==> src/design/psc_pkg.sv <==
// ----------------------------------------------------------------------------
// psc_pkg
// Shared types, codes and character constants of the path-aware string compare.
// ----------------------------------------------------------------------------
`default_nettype none

package psc_pkg;

  localparam int COUNT_BITS_DEF = 16;
  localparam int CFG_INDEX_BITS = 2;
  localparam int CFG_DATA_BITS  = 16;

  typedef enum logic [CFG_INDEX_BITS-1:0] {
    REG_CASE_FOLD    = 2'd0,
    REG_PATH_ORDER   = 2'd1,
    REG_LIMIT_ENABLE = 2'd2,
    REG_LIMIT_COUNT  = 2'd3
  } reg_index_t;

  typedef enum logic [1:0] {
    PH_IDLE = 2'd0,
    PH_CMP  = 2'd1,
    PH_SCAN = 2'd2
  } phase_t;

  localparam logic [1:0] ORDER_LESS    = 2'b11;
  localparam logic [1:0] ORDER_EQUAL   = 2'b00;
  localparam logic [1:0] ORDER_GREATER = 2'b01;

  localparam logic [7:0] CHAR_NUL       = 8'h00;
  localparam logic [7:0] CHAR_UPPER_A   = 8'h41;
  localparam logic [7:0] CHAR_UPPER_Z   = 8'h5A;
  localparam logic [7:0] CHAR_SLASH     = 8'h2F;
  localparam logic [7:0] CHAR_BACKSLASH = 8'h5C;

  localparam logic signed [9:0] UPPER_TO_LOWER  = 10'sd32;
  localparam logic signed [9:0] SLASH_FROM_BACK = 10'sd47 - 10'sd92;

  typedef struct packed {
    logic                     case_fold;
    logic                     path_order;
    logic                     limit_enable;
    logic [CFG_DATA_BITS-1:0] limit_count;
  } cfg_t;

  typedef struct packed {
    phase_t phase;
    logic   difference_sign;
    logic   side_a_done;
    logic   side_b_done;
    logic   side_a_has_folder;
    logic   side_b_has_folder;
  } state_t;

endpackage

`default_nettype wire

==> src/design/path_aware_string_compare.sv <==
// ----------------------------------------------------------------------------
// path_aware_string_compare
// Streaming ordering compare of two strings, one byte pair per word.
// ----------------------------------------------------------------------------
// Each input word carries one byte of string A and one of string B; a word
// with first_pair set starts a new comparison. A word is registered on
// acceptance, then folded, compared and folded into the compare state as it
// leaves the stage register, where any answer (-1, 0, +1) is loaded into the
// output register. One word is taken every cycle unless an answer waits
// untaken in the output register. The output register is the only thing
// that stalls the input: while an answer waits to be taken, the staged
// word holds.
// ----------------------------------------------------------------------------
`default_nettype none

module path_aware_string_compare #(
  parameter int COUNT_BITS = psc_pkg::COUNT_BITS_DEF
) (
  input  logic                               clk,
  input  logic                               rst,
  input  logic                               in_valid,
  output logic                               in_ready,
  input  logic                               first_pair,
  input  logic [7:0]                         byte_a,
  input  logic [7:0]                         byte_b,
  output logic                               out_valid,
  input  logic                               out_ready,
  output logic signed [1:0]                  order,
  input  logic                               cfg_valid,
  output logic                               cfg_ready,
  input  logic [psc_pkg::CFG_INDEX_BITS-1:0] cfg_index,
  input  logic [psc_pkg::CFG_DATA_BITS-1:0]  cfg_data
);
  import psc_pkg::*;

  cfg_t                  cfg;
  state_t                state, state_next;
  logic [COUNT_BITS-1:0] pairs_left, pairs_left_next;
  logic                  emit;
  logic [1:0]            order_next;

  logic                  stage_valid;
  logic                  stage_first;
  logic [7:0]            stage_a;
  logic [7:0]            stage_b;
  logic                  advance;

  psc_cfg_regs u_cfg (
    .clk       (clk),
    .rst       (rst),
    .cfg_valid (cfg_valid),
    .cfg_ready (cfg_ready),
    .cfg_index (cfg_index),
    .cfg_data  (cfg_data),
    .cfg       (cfg)
  );

  psc_step #(.COUNT_BITS(COUNT_BITS)) u_step (
    .cfg             (cfg),
    .state           (state),
    .pairs_left      (pairs_left),
    .first_pair      (stage_first),
    .byte_a          (stage_a),
    .byte_b          (stage_b),
    .state_next      (state_next),
    .pairs_left_next (pairs_left_next),
    .emit            (emit),
    .order_next      (order_next)
  );

  assign advance  = stage_valid && (!out_valid || out_ready);
  assign in_ready = !stage_valid || advance;

  always_ff @(posedge clk) begin
    if (rst) begin
      stage_valid <= 1'b0;
    end else if (in_ready) begin
      stage_valid <= in_valid;
    end
  end

  always_ff @(posedge clk) begin
    if (in_ready && in_valid) begin
      stage_first <= first_pair;
      stage_a     <= byte_a;
      stage_b     <= byte_b;
    end
  end

  always_ff @(posedge clk) begin
    if (rst) begin
      state      <= '0;
      pairs_left <= '0;
    end else if (advance) begin
      state      <= state_next;
      pairs_left <= pairs_left_next;
    end
  end

  always_ff @(posedge clk) begin
    if (rst) begin
      out_valid <= 1'b0;
    end else if (advance && emit) begin
      out_valid <= 1'b1;
    end else if (out_ready) begin
      out_valid <= 1'b0;
    end
  end

  always_ff @(posedge clk) begin
    if (advance && emit) begin
      order <= order_next;
    end
  end

  a_scan_not_finished: assert property (@(posedge clk) disable iff (rst)
    state.phase == PH_SCAN |-> !(state.side_a_done && state.side_b_done))
    else $error("scan phase held with both sides stopped");

  a_stage_holds: assert property (@(posedge clk) disable iff (rst)
    stage_valid && !advance |=> stage_valid && $stable(stage_a) && $stable(stage_b))
    else $error("staged word lost while stalled");

  a_free_output_takes_input: assert property (@(posedge clk) disable iff (rst)
    !out_valid |-> in_ready)
    else $error("input stalled with empty output register");

  a_order_code: assert property (@(posedge clk) disable iff (rst)
    out_valid |-> order != 2'b10)
    else $error("invalid order code");

  a_reset_clears: assert property (@(posedge clk)
    rst |=> !out_valid && !stage_valid && state.phase == PH_IDLE)
    else $error("control state not cleared by reset");

endmodule

`default_nettype wire

==> src/design/psc_cfg_regs.sv <==
// ----------------------------------------------------------------------------
// psc_cfg_regs
// Configuration register bank, written through a valid/ready channel.
// ----------------------------------------------------------------------------
`default_nettype none

module psc_cfg_regs (
  input  logic                               clk,
  input  logic                               rst,
  input  logic                               cfg_valid,
  output logic                               cfg_ready,
  input  logic [psc_pkg::CFG_INDEX_BITS-1:0] cfg_index,
  input  logic [psc_pkg::CFG_DATA_BITS-1:0]  cfg_data,
  output psc_pkg::cfg_t                      cfg
);
  import psc_pkg::*;

  assign cfg_ready = 1'b1;

  always_ff @(posedge clk) begin
    if (rst) begin
      cfg <= '0;
    end else if (cfg_valid) begin
      unique case (reg_index_t'(cfg_index))
        REG_CASE_FOLD:    cfg.case_fold    <= cfg_data[0];
        REG_PATH_ORDER:   cfg.path_order   <= cfg_data[0];
        REG_LIMIT_ENABLE: cfg.limit_enable <= cfg_data[0];
        REG_LIMIT_COUNT:  cfg.limit_count  <= cfg_data;
        default: ;
      endcase
    end
  end

endmodule

`default_nettype wire

==> src/design/psc_step.sv <==
// ----------------------------------------------------------------------------
// psc_step
// Folds one byte pair, compares it and computes the next compare state.
// ----------------------------------------------------------------------------
`default_nettype none

module psc_step #(
  parameter int COUNT_BITS = psc_pkg::COUNT_BITS_DEF
) (
  input  psc_pkg::cfg_t          cfg,
  input  psc_pkg::state_t        state,
  input  logic [COUNT_BITS-1:0]  pairs_left,
  input  logic                   first_pair,
  input  logic [7:0]             byte_a,
  input  logic [7:0]             byte_b,
  output psc_pkg::state_t        state_next,
  output logic [COUNT_BITS-1:0]  pairs_left_next,
  output logic                   emit,
  output logic [1:0]             order_next
);
  import psc_pkg::*;

  localparam logic [32:0] COUNT_MAX = (33'd1 << COUNT_BITS) - 33'd1;

  logic [COUNT_BITS-1:0] pairs_load;
  logic signed [9:0]     d0, d1, d2, d3, d4;
  logic                  upper_a, upper_b, back_a, back_b;
  logic                  sep_a, sep_b;

  assign pairs_load = ({17'b0, cfg.limit_count} > COUNT_MAX) ? COUNT_MAX[COUNT_BITS-1:0]
                                                             : COUNT_BITS'(cfg.limit_count);

  assign upper_a = (byte_a >= CHAR_UPPER_A) && (byte_a <= CHAR_UPPER_Z);
  assign upper_b = (byte_b >= CHAR_UPPER_A) && (byte_b <= CHAR_UPPER_Z);
  assign back_a  = (byte_a == CHAR_BACKSLASH);
  assign back_b  = (byte_b == CHAR_BACKSLASH);
  assign sep_a   = back_a || (byte_a == CHAR_SLASH);
  assign sep_b   = back_b || (byte_b == CHAR_SLASH);

  // fold step by step, stop once the difference is zero
  assign d0 = {{2{byte_a[7]}}, byte_a} - {{2{byte_b[7]}}, byte_b};
  assign d1 = (d0 != 0 && cfg.case_fold && upper_a)  ? d0 + UPPER_TO_LOWER  : d0;
  assign d2 = (d1 != 0 && cfg.path_order && back_a)  ? d1 + SLASH_FROM_BACK : d1;
  assign d3 = (d2 != 0 && cfg.case_fold && upper_b)  ? d2 - UPPER_TO_LOWER  : d2;
  assign d4 = (d3 != 0 && cfg.path_order && back_b)  ? d3 - SLASH_FROM_BACK : d3;

  always_comb begin
    state_next      = state;
    pairs_left_next = pairs_left;
    emit            = 1'b0;
    order_next      = ORDER_EQUAL;

    if (first_pair) begin
      state_next.phase             = PH_CMP;
      state_next.difference_sign   = 1'b0;
      state_next.side_a_done       = 1'b0;
      state_next.side_b_done       = 1'b0;
      state_next.side_a_has_folder = 1'b0;
      state_next.side_b_has_folder = 1'b0;
      pairs_left_next              = pairs_load;
    end

    if (first_pair && cfg.limit_enable && pairs_left_next == '0) begin
      emit             = 1'b1;
      state_next.phase = PH_IDLE;
    end else begin
      if (state_next.phase == PH_CMP) begin
        if (pairs_left_next != '0) begin
          pairs_left_next = pairs_left_next - COUNT_BITS'(1);
        end
        if (d4 != 0) begin
          if (!cfg.path_order) begin
            emit             = 1'b1;
            order_next       = d4[9] ? ORDER_LESS : ORDER_GREATER;
            state_next.phase = PH_IDLE;
          end else begin
            state_next.difference_sign = d4[9];
            state_next.phase           = PH_SCAN;
          end
        end else if (byte_a == CHAR_NUL) begin
          emit             = 1'b1;
          state_next.phase = PH_IDLE;
        end else if (cfg.limit_enable && pairs_left_next == '0) begin
          emit             = 1'b1;
          state_next.phase = PH_IDLE;
        end
      end

      // scan each side on to a separator or end of string
      if (state_next.phase == PH_SCAN && !emit) begin
        if (!state_next.side_a_done && (byte_a == CHAR_NUL || sep_a)) begin
          state_next.side_a_done       = 1'b1;
          state_next.side_a_has_folder = sep_a;
        end
        if (!state_next.side_b_done && (byte_b == CHAR_NUL || sep_b)) begin
          state_next.side_b_done       = 1'b1;
          state_next.side_b_has_folder = sep_b;
        end
        if (state_next.side_a_done && state_next.side_b_done) begin
          emit             = 1'b1;
          state_next.phase = PH_IDLE;
          priority if (state_next.side_a_has_folder && !state_next.side_b_has_folder) begin
            order_next = ORDER_LESS;
          end else if (!state_next.side_a_has_folder && state_next.side_b_has_folder) begin
            order_next = ORDER_GREATER;
          end else begin
            order_next = state_next.difference_sign ? ORDER_LESS : ORDER_GREATER;
          end
        end
      end
    end
  end

endmodule

`default_nettype wire
==> config.mk <==
export PLATFORM = sky130hd
export DESIGN_NAME = path_aware_string_compare
export DESIGN_NICKNAME = d
export VERILOG_FILES = /design/src/design/psc_pkg.sv /design/src/design/path_aware_string_compare.sv /design/src/design/psc_cfg_regs.sv /design/src/design/psc_step.sv
export SDC_FILE = /design/constraint.sdc
export NUM_CORES = 1
export LEC_CHECK = 0
export ABC_CLOCK_PERIOD_IN_PS = 5900
export BUFFER_PORTS_ARGS = -buffer_cell sky130_fd_sc_hd__buf_2
export CAP_MARGIN = 20
export CORE_MARGIN = 3
export CORE_UTILIZATION = 33
export CTS_CLUSTER_DIAMETER = 150
export CTS_CLUSTER_SIZE = 30
export DETAILED_ROUTE_END_ITERATION = 8
export MAX_ROUTING_LAYER = met4
export SYNTH_ARGS = -nofsm -noshare
export SYNTH_HDL_FRONTEND = slang
export SYNTH_SLANG_ARGS = --single-unit
==> constraint.sdc <==
create_clock -name clk -period 5.9 [get_ports clk]
set_input_delay 0.885 -clock clk [delete_from_list [all_inputs] [get_ports clk]]
set_output_delay 0.885 -clock clk [all_outputs]
set_load 0.01 [all_outputs]
# After elaboration in Yosys (flattened, before gate mapping)
# Index checks and enable logic that the tools add are counted.
[totals]
output_inout_bits = 5
inputBits = 40
word_cells = 143
reg_bits = 63
[op_classes]
n_eq_ne = 9
mux = 56
order_cmp = 4
reduce_logical = 51
n_addsub = 6
[ops]
columns = ["operator", "count"]
rows = [
  ["$reduce_bool A32 Y1", 5],
  ["$mux W16", 6],
  ["$mux W10", 4],
  ["$logic_not A16 Y1", 2],
  ["$mux W2", 16],
  ["$mux W1", 25],
  ["$logic_and A1 B1 Y1", 22],
  ["$add A10 B7 Y10 const B", 2],
  ["$sub A10 B7 Y10 const B", 2],
  ["$eq A8 B6 Y1 const B", 2],
  ["$eq A8 B7 Y1 const B", 2],
  ["$ge A8 B7 Y1 const B", 2],
  ["$le A8 B7 Y1 const B", 2],
  ["$logic_not A8 Y1", 2],
  ["$reduce_bool A16 Y1", 1],
  ["$sub A16 B1 Y16 const B", 1],
  ["$sub A8 B8 Y9", 1],
  ["$reduce_and A2 Y1", 4],
  ["$logic_not A1 Y1", 7],
  ["$mux W7", 1],
  ["$eq A2 B2 Y1 const B", 3],
  ["$logic_or A1 B1 Y1", 6],
  ["$mux W3", 2],
  ["$mux W5", 1],
  ["other kinds (4)", 5],
]

# Longest topological paths before layout
[depth]
depth_word = 31
ltp_mapped = 24
mapped_depth_nobuf = 24

# Modules after synthesis
# From an unflattened synthesis, not the netlist that was laid out.
[unflattened]
cells_unflattened = 661
area_unflattened_um2 = 5652.9
[modules_own_cells]
columns = ["module", "cells_per_inst", "n_inst", "seq_area_each_um2", "area_each_um2"]
rows = [
  ["psc_step", 446, 1, 0.0, 3062.9],
  ["path_aware_string_compare", 131, 1, 1071.0, 1717.9],
  ["psc_cfg_regs", 84, 1, 380.4, 872.1],
]

# Worst setup path before layout
# OpenSTA, ideal clock, no wires.
[synth_timing]
path_kind = "flip-flop to flip-flop"
startpoint = "register stage_a[3]"
endpoint = "register order[0] (enable)"
path_slack_ps = 211
t_arrival_ps = 5437
n_path_buf = 1
synth_period_minus_slack_ps = 5689
stages_incl_launch_ff = 24
setup_ps = 252
required_time_ps = 5648
path_cell_list = "edfxtp_1 -> ha_1 -> clkbuf_1 -> o211a_1 -> o21ai_1 -> a21boi_0 -> nor2_1 -> ha_1 -> or3_1 -> a32o_1 -> nor2_1 -> o21ai_0 -> xor2_1 -> ha_1 -> and2_1 -> or2_2 -> mux2i_1 -> o211ai_1 -> or3_1 -> o41ai_2 -> mux2_4 -> and2_4 -> o21ai_2 -> o31a_1"
[synth_via]
elab_chain_len = 26
elab_cells_between_ends = 50
cone_classes = "add/sub (5); order compare (2); eq/ne (3); mux (18); reduce/logical (22)"
[synth_rtl]
columns = ["element", "line", "rtl"]
rows = [
  ["from (decl)", "path_aware_string_compare.sv:44", "logic [7:0] stage_a;"],
  ["from (signal assigned)", "path_aware_string_compare.sv:85", "stage_a <= byte_a;"],
  ["parallel branches: the longest is 23 deep, another holds $add A10 B7 Y10", "--", ""],
  ["$mux W1 (*)", "psc_step.sv:90", "if (state_next.phase == PH_SCAN && !emit) begin"],
  ["$mux W1 (*)", "psc_step.sv:63", "if (first_pair && cfg.limit_enable && pairs_left_next == '0) begin"],
  ["$logic_and A1 B1 Y1 (*)", "path_aware_string_compare.sv:111", "if (advance && emit) begin"],
  ["to (signal assigned)", "path_aware_string_compare.sv:112", "order <= order_next;"],
  ["to (decl)", "path_aware_string_compare.sv:28", "output logic signed [1:0] order,"],
]
# Mark *: on every way between the ends. The select of a mux whose other input is x is not followed.
# A chain may end at the register's enable or synchronous reset.

# Final worst setup path
[layout_timing]
startpoint = "register stage_a[0]"
endpoint = "register order[0] (enable)"
# Same word-level chain as after synthesis.

==> results by group <==
Worst setup path
  • Critical path's slowest cell: or4_1
  • Crit path launch: stage_a[0]$_DFFE_PP_
  • CP Launch Type: register
  • WP data required: 5.99 ns
  • WP buf/inv: 3
  • Crit path max fanout: 6
  • Crit-path max cell delay: 0.54 ns
  • Crit path capture type: register
  • CP Data Arrival Time: 5.72 ns
  • CP Cell Sequence: inv_1 -> ha_1 -> fa_2 -> and2b_1 -> o21a_1 -> o21a_1 -> nor2_2 -> ha_2 -> or3_4 -> a32o_2 -> nor2_4 -> buf_4 -> o21ai_1 -> buf_4 -> xnor2_1 -> ha_2 -> nand3_1 -> or4_1 -> nor3_2 -> mux2_4 -> and2_4 -> a31o_1 -> o31a_1
  • Crit Reg-Reg Startpoint: stage_a[0]$_DFFE_PP_
  • CP Depth: 23
  • R2R depth: 23
  • Crit path kind: reg2reg
  • CP delay by family, top: simple AND/OR/NAND/NOR gates

Power and ir drop
  • Seq pwr share: 35.0%
  • Clock power frac: 35.9%
  • Maximum vdd drop: 0.173 mV
  • P_sw: 439 uW
  • Switching Fraction: 31.4%
  • Cell internal pwr: 958 uW
  • Combinational power share: 29.2%
  • Leak: 2.29 nW
  • Pwr per Cell Area: 234 mW/mm2

Hold path
  • Hold path startpoint: u_cfg.cfg[1]$_SDFFE_PP0P_
  • Worst min-delay path category: reg2reg
  • Min-Delay Path Depth: 2

Global route
  • First-pass GRT wire length: 22100 um
  • GRT Overall Usage: 16.5%
  • Largest net degree at the start of global routing: 46
  • Gr ovfl total: 0
  • Vias in the first global route: 4584
  • Initial antenna violation count: 0

Timing
  • Slew @ Worst Pin: 1.13 ns
  • Worst hold margin: 0.457 ns
  • Max Transition Viols Final: 0
  • Period minus WS final: 5.63 ns
  • Final setup violation count: 0
  • Tcrit/Tclk final: 95.4%
  • Hold Fails Final Rpt: 0
  • Final Skew: 0.00806 ns
  • Fmax: 178 MHz
  • Slew HR: 23.3%

Run
  • Max-Cap Viols: 0

Cells and area
  • Most common cell after layout, fill and taps aside: nand2_1
  • Layout net count: 753
  • Most frequent cells in the layout: nand2_1 (79), a21oi_1 (50), nor2_1 (49)
  • Final Util: 40.4%
  • Share of cells above drive strength 1: 18.7%
  • Layout Area Growth over Synthesis: 18.2%
  • # fillers: 1490
  • Antenna cells: 0

Yosys
  • Asr flop ratio synth: 0%
  • Prevailing post-synth register cell: dfxtp_1
  • Synth cell types: 89
  • Mapped Nets: 697
  • Ys Warns: 0
  • Mapped Avg Cell Area: 7.87 um2
  • Seq/Total Area, Yosys: 28.8%
  • Post-synth EDFFs: 19
  • Synthesized cell area: 0.00504 mm2
  • Syn Inst Count: 641
  • Seq cells post-synth: 63

Detailed routing
  • Drt pass-1 iters: 5
  • Residual DRC count: 0
  • ANT nets after route: 0
  • Routed wire length per instance: 15.2 um
  • Iter 0 DRT Violations: 404
  • Vias/cell: 5.61
  • Routed Wire Length: 13500 um
  • Vias: 4972

Die
  • IO Pins: 45
  • Num rows: 44
  • Die X: 130 um
  • Starting Density: 34.2%
  • Core area: 0.0148 mm2
  • Die area: 0.0168 mm2
  • Die Ht: 130 um

Placed design
  • DP Wirelength: 10200 um
  • Global placement routability congestion: 0.887
  • PortBufs: 43

Clocking
  • Clk slew on worst S/H paths: 0.06 ns
  • Htree depth: 3
  • CTS Root Cell: clkbuf_16
  • Worst skew pair latency: 0.33 ns
  • CTS tree: done
  • Max Root-Sink Buffers: 2
  • Clock Sinks: 63
  • Total CTS buffers: 9

Outcome
  • Run status: finished, final reports clean
-- power by group through the flow --
stage,combinational (mW),sequential [mW],clock [mW]
global placement,0.369,0.496,0
floorplan,0.287,0.490,0
CTS,0.379,0.489,0.508
global route,0.451,0.492,0.531
detailed placement,0.375,0.497,0
finish,0.407,0.489,0.501
-- kinds of logic (layout without fill, tap and decap cells) --
logic type	Yosys count	after routing	share of synthesized area, %
AND/OR/NAND/NOR	294	294	30.5
flip-flops	63	63	28.8
AO/OA/AOI/OAI	175	175	24.4
other	1	1	0.0743
XOR/XNOR	21	21	3.65
adder cells (fa/ha/maj)	16	16	4.12
buffers and inverters	47	108	3.60
multiplexers	24	24	4.91
-- registers in the layout, indices dropped and copies added, names as in the netlist --
register     count
order            2
out_valid        1
pairs_left      16
stage_a          8
stage_b          8
stage_first      1
stage_valid      1
state            7
u_cfg.cfg       19
-- area by class of cell --
cell class / instances / area [um2] / area share, %
well taps: 184 / 230 / 3.86
inverters: 22 / 82.6 / 1.38
clock buffers: 10 / 229 / 3.84
clock inverters: 6 / 51.3 / 0.860
multi-input cells: 531 / 3500 / 58.7
repair buffers: 70 / 418 / 7.01
flip-flops and latches: 63 / 1450 / 24.3
-- worst paths after layout --
kind                               end  slack (ns)
min          u_cfg.cfg[1]$_SDFFE_PP0P_        0.46
max reg2reg     order[0]$_SDFFCE_PP0P_        0.27
max             order[0]$_SDFFCE_PP0P_        0.27
min reg2reg  u_cfg.cfg[1]$_SDFFE_PP0P_        0.46
-- metrics by stage --
step / instance area (um2) / std cells / worst slack (ns) / TNS, ns / total power [mW]
2_1_floorplan: 5040 / 641 / 0.211 / 0 / 0.776
3_3_place_gp: 5530 / 861 / 0.221 / 0 / 0.865
3_5_place_dp: 5530 / 861 / 0.0995 / 0 / 0.873
4_1_cts: 5810 / 877 / 0.0586 / 0 / 1.38
5_1_grt: 5960 / 886 / -0.0152 / -0.0304 / 1.47
6_report: 5960 / 886 / 0.269 / 0 / 1.40
-- routing by layer --
layer / GRT usage [%] / part of all wire, % / vias to the layer above
met5: - / 0 / -
met4: 5.13 / 1.8 / 0
met3: 2.31 / 3.2 / 20
met2: 27.4 / 48 / 109
met1: 21.0 / 47 / 2357
li1: - / - / 2486
-- synthesized netlist by cell type (4+ instances only) --
cell type,number,area [um2]
a21o_1,7,52.6
a21oi_1,51,255
a31oi_1,8,50.1
and2_1,16,100
and3_1,6,37.5
and4_1,4,35.0
clkbuf_1,21,78.8
dfxtp_1,44,881
edfxtp_1,19,571
ha_1,15,188
inv_1,22,82.6
mux2i_1,21,210
nand2_1,79,297
nand2b_1,15,93.8
nand3_1,25,125
nand3b_1,5,37.5
nand4_1,5,31.3
nor2_1,51,191
nor2b_1,12,75.1
nor3_1,27,135
nor3b_1,5,37.5
nor4_1,11,68.8
o211ai_1,6,45.0
o21a_1,7,52.6
o21ai_0,32,160
o22ai_1,6,37.5
o31ai_1,4,30.0
or3_1,7,43.8
or4_1,5,37.5
xnor2_1,12,105
xor2_1,9,78.8
-- worst register-to-register path: stages (launching register included) --
cell      delay, ns
edfxtp_1       0.38
inv_1          0.08
ha_1           0.22
fa_2           0.39
and2b_1        0.22
o21a_1         0.16
o21a_1         0.21
nor2_2         0.07
ha_2           0.19
or3_4          0.38
a32o_2         0.28
nor2_4         0.12
buf_4          0.15
o21ai_1        0.07
buf_4          0.15
xnor2_1        0.20
ha_2           0.22
nand3_1        0.06
or4_1          0.54
nor3_2         0.24
mux2_4         0.35
and2_4         0.17
a31o_1         0.20
o31a_1         0.33
-- timing repair --
| item | 4_1_cts | 5_1_grt |
|---|---|---|
| endpoints found under the hold margin | 0 | 0 |
| setup buffers | 0 | 9 |
| resized for setup | 0 | 23 |
| endpoints found under the setup margin | 0 | 12 |
| hold buffers | 0 | 0 |
Note: power is estimated with default switching activity, not from simulation.
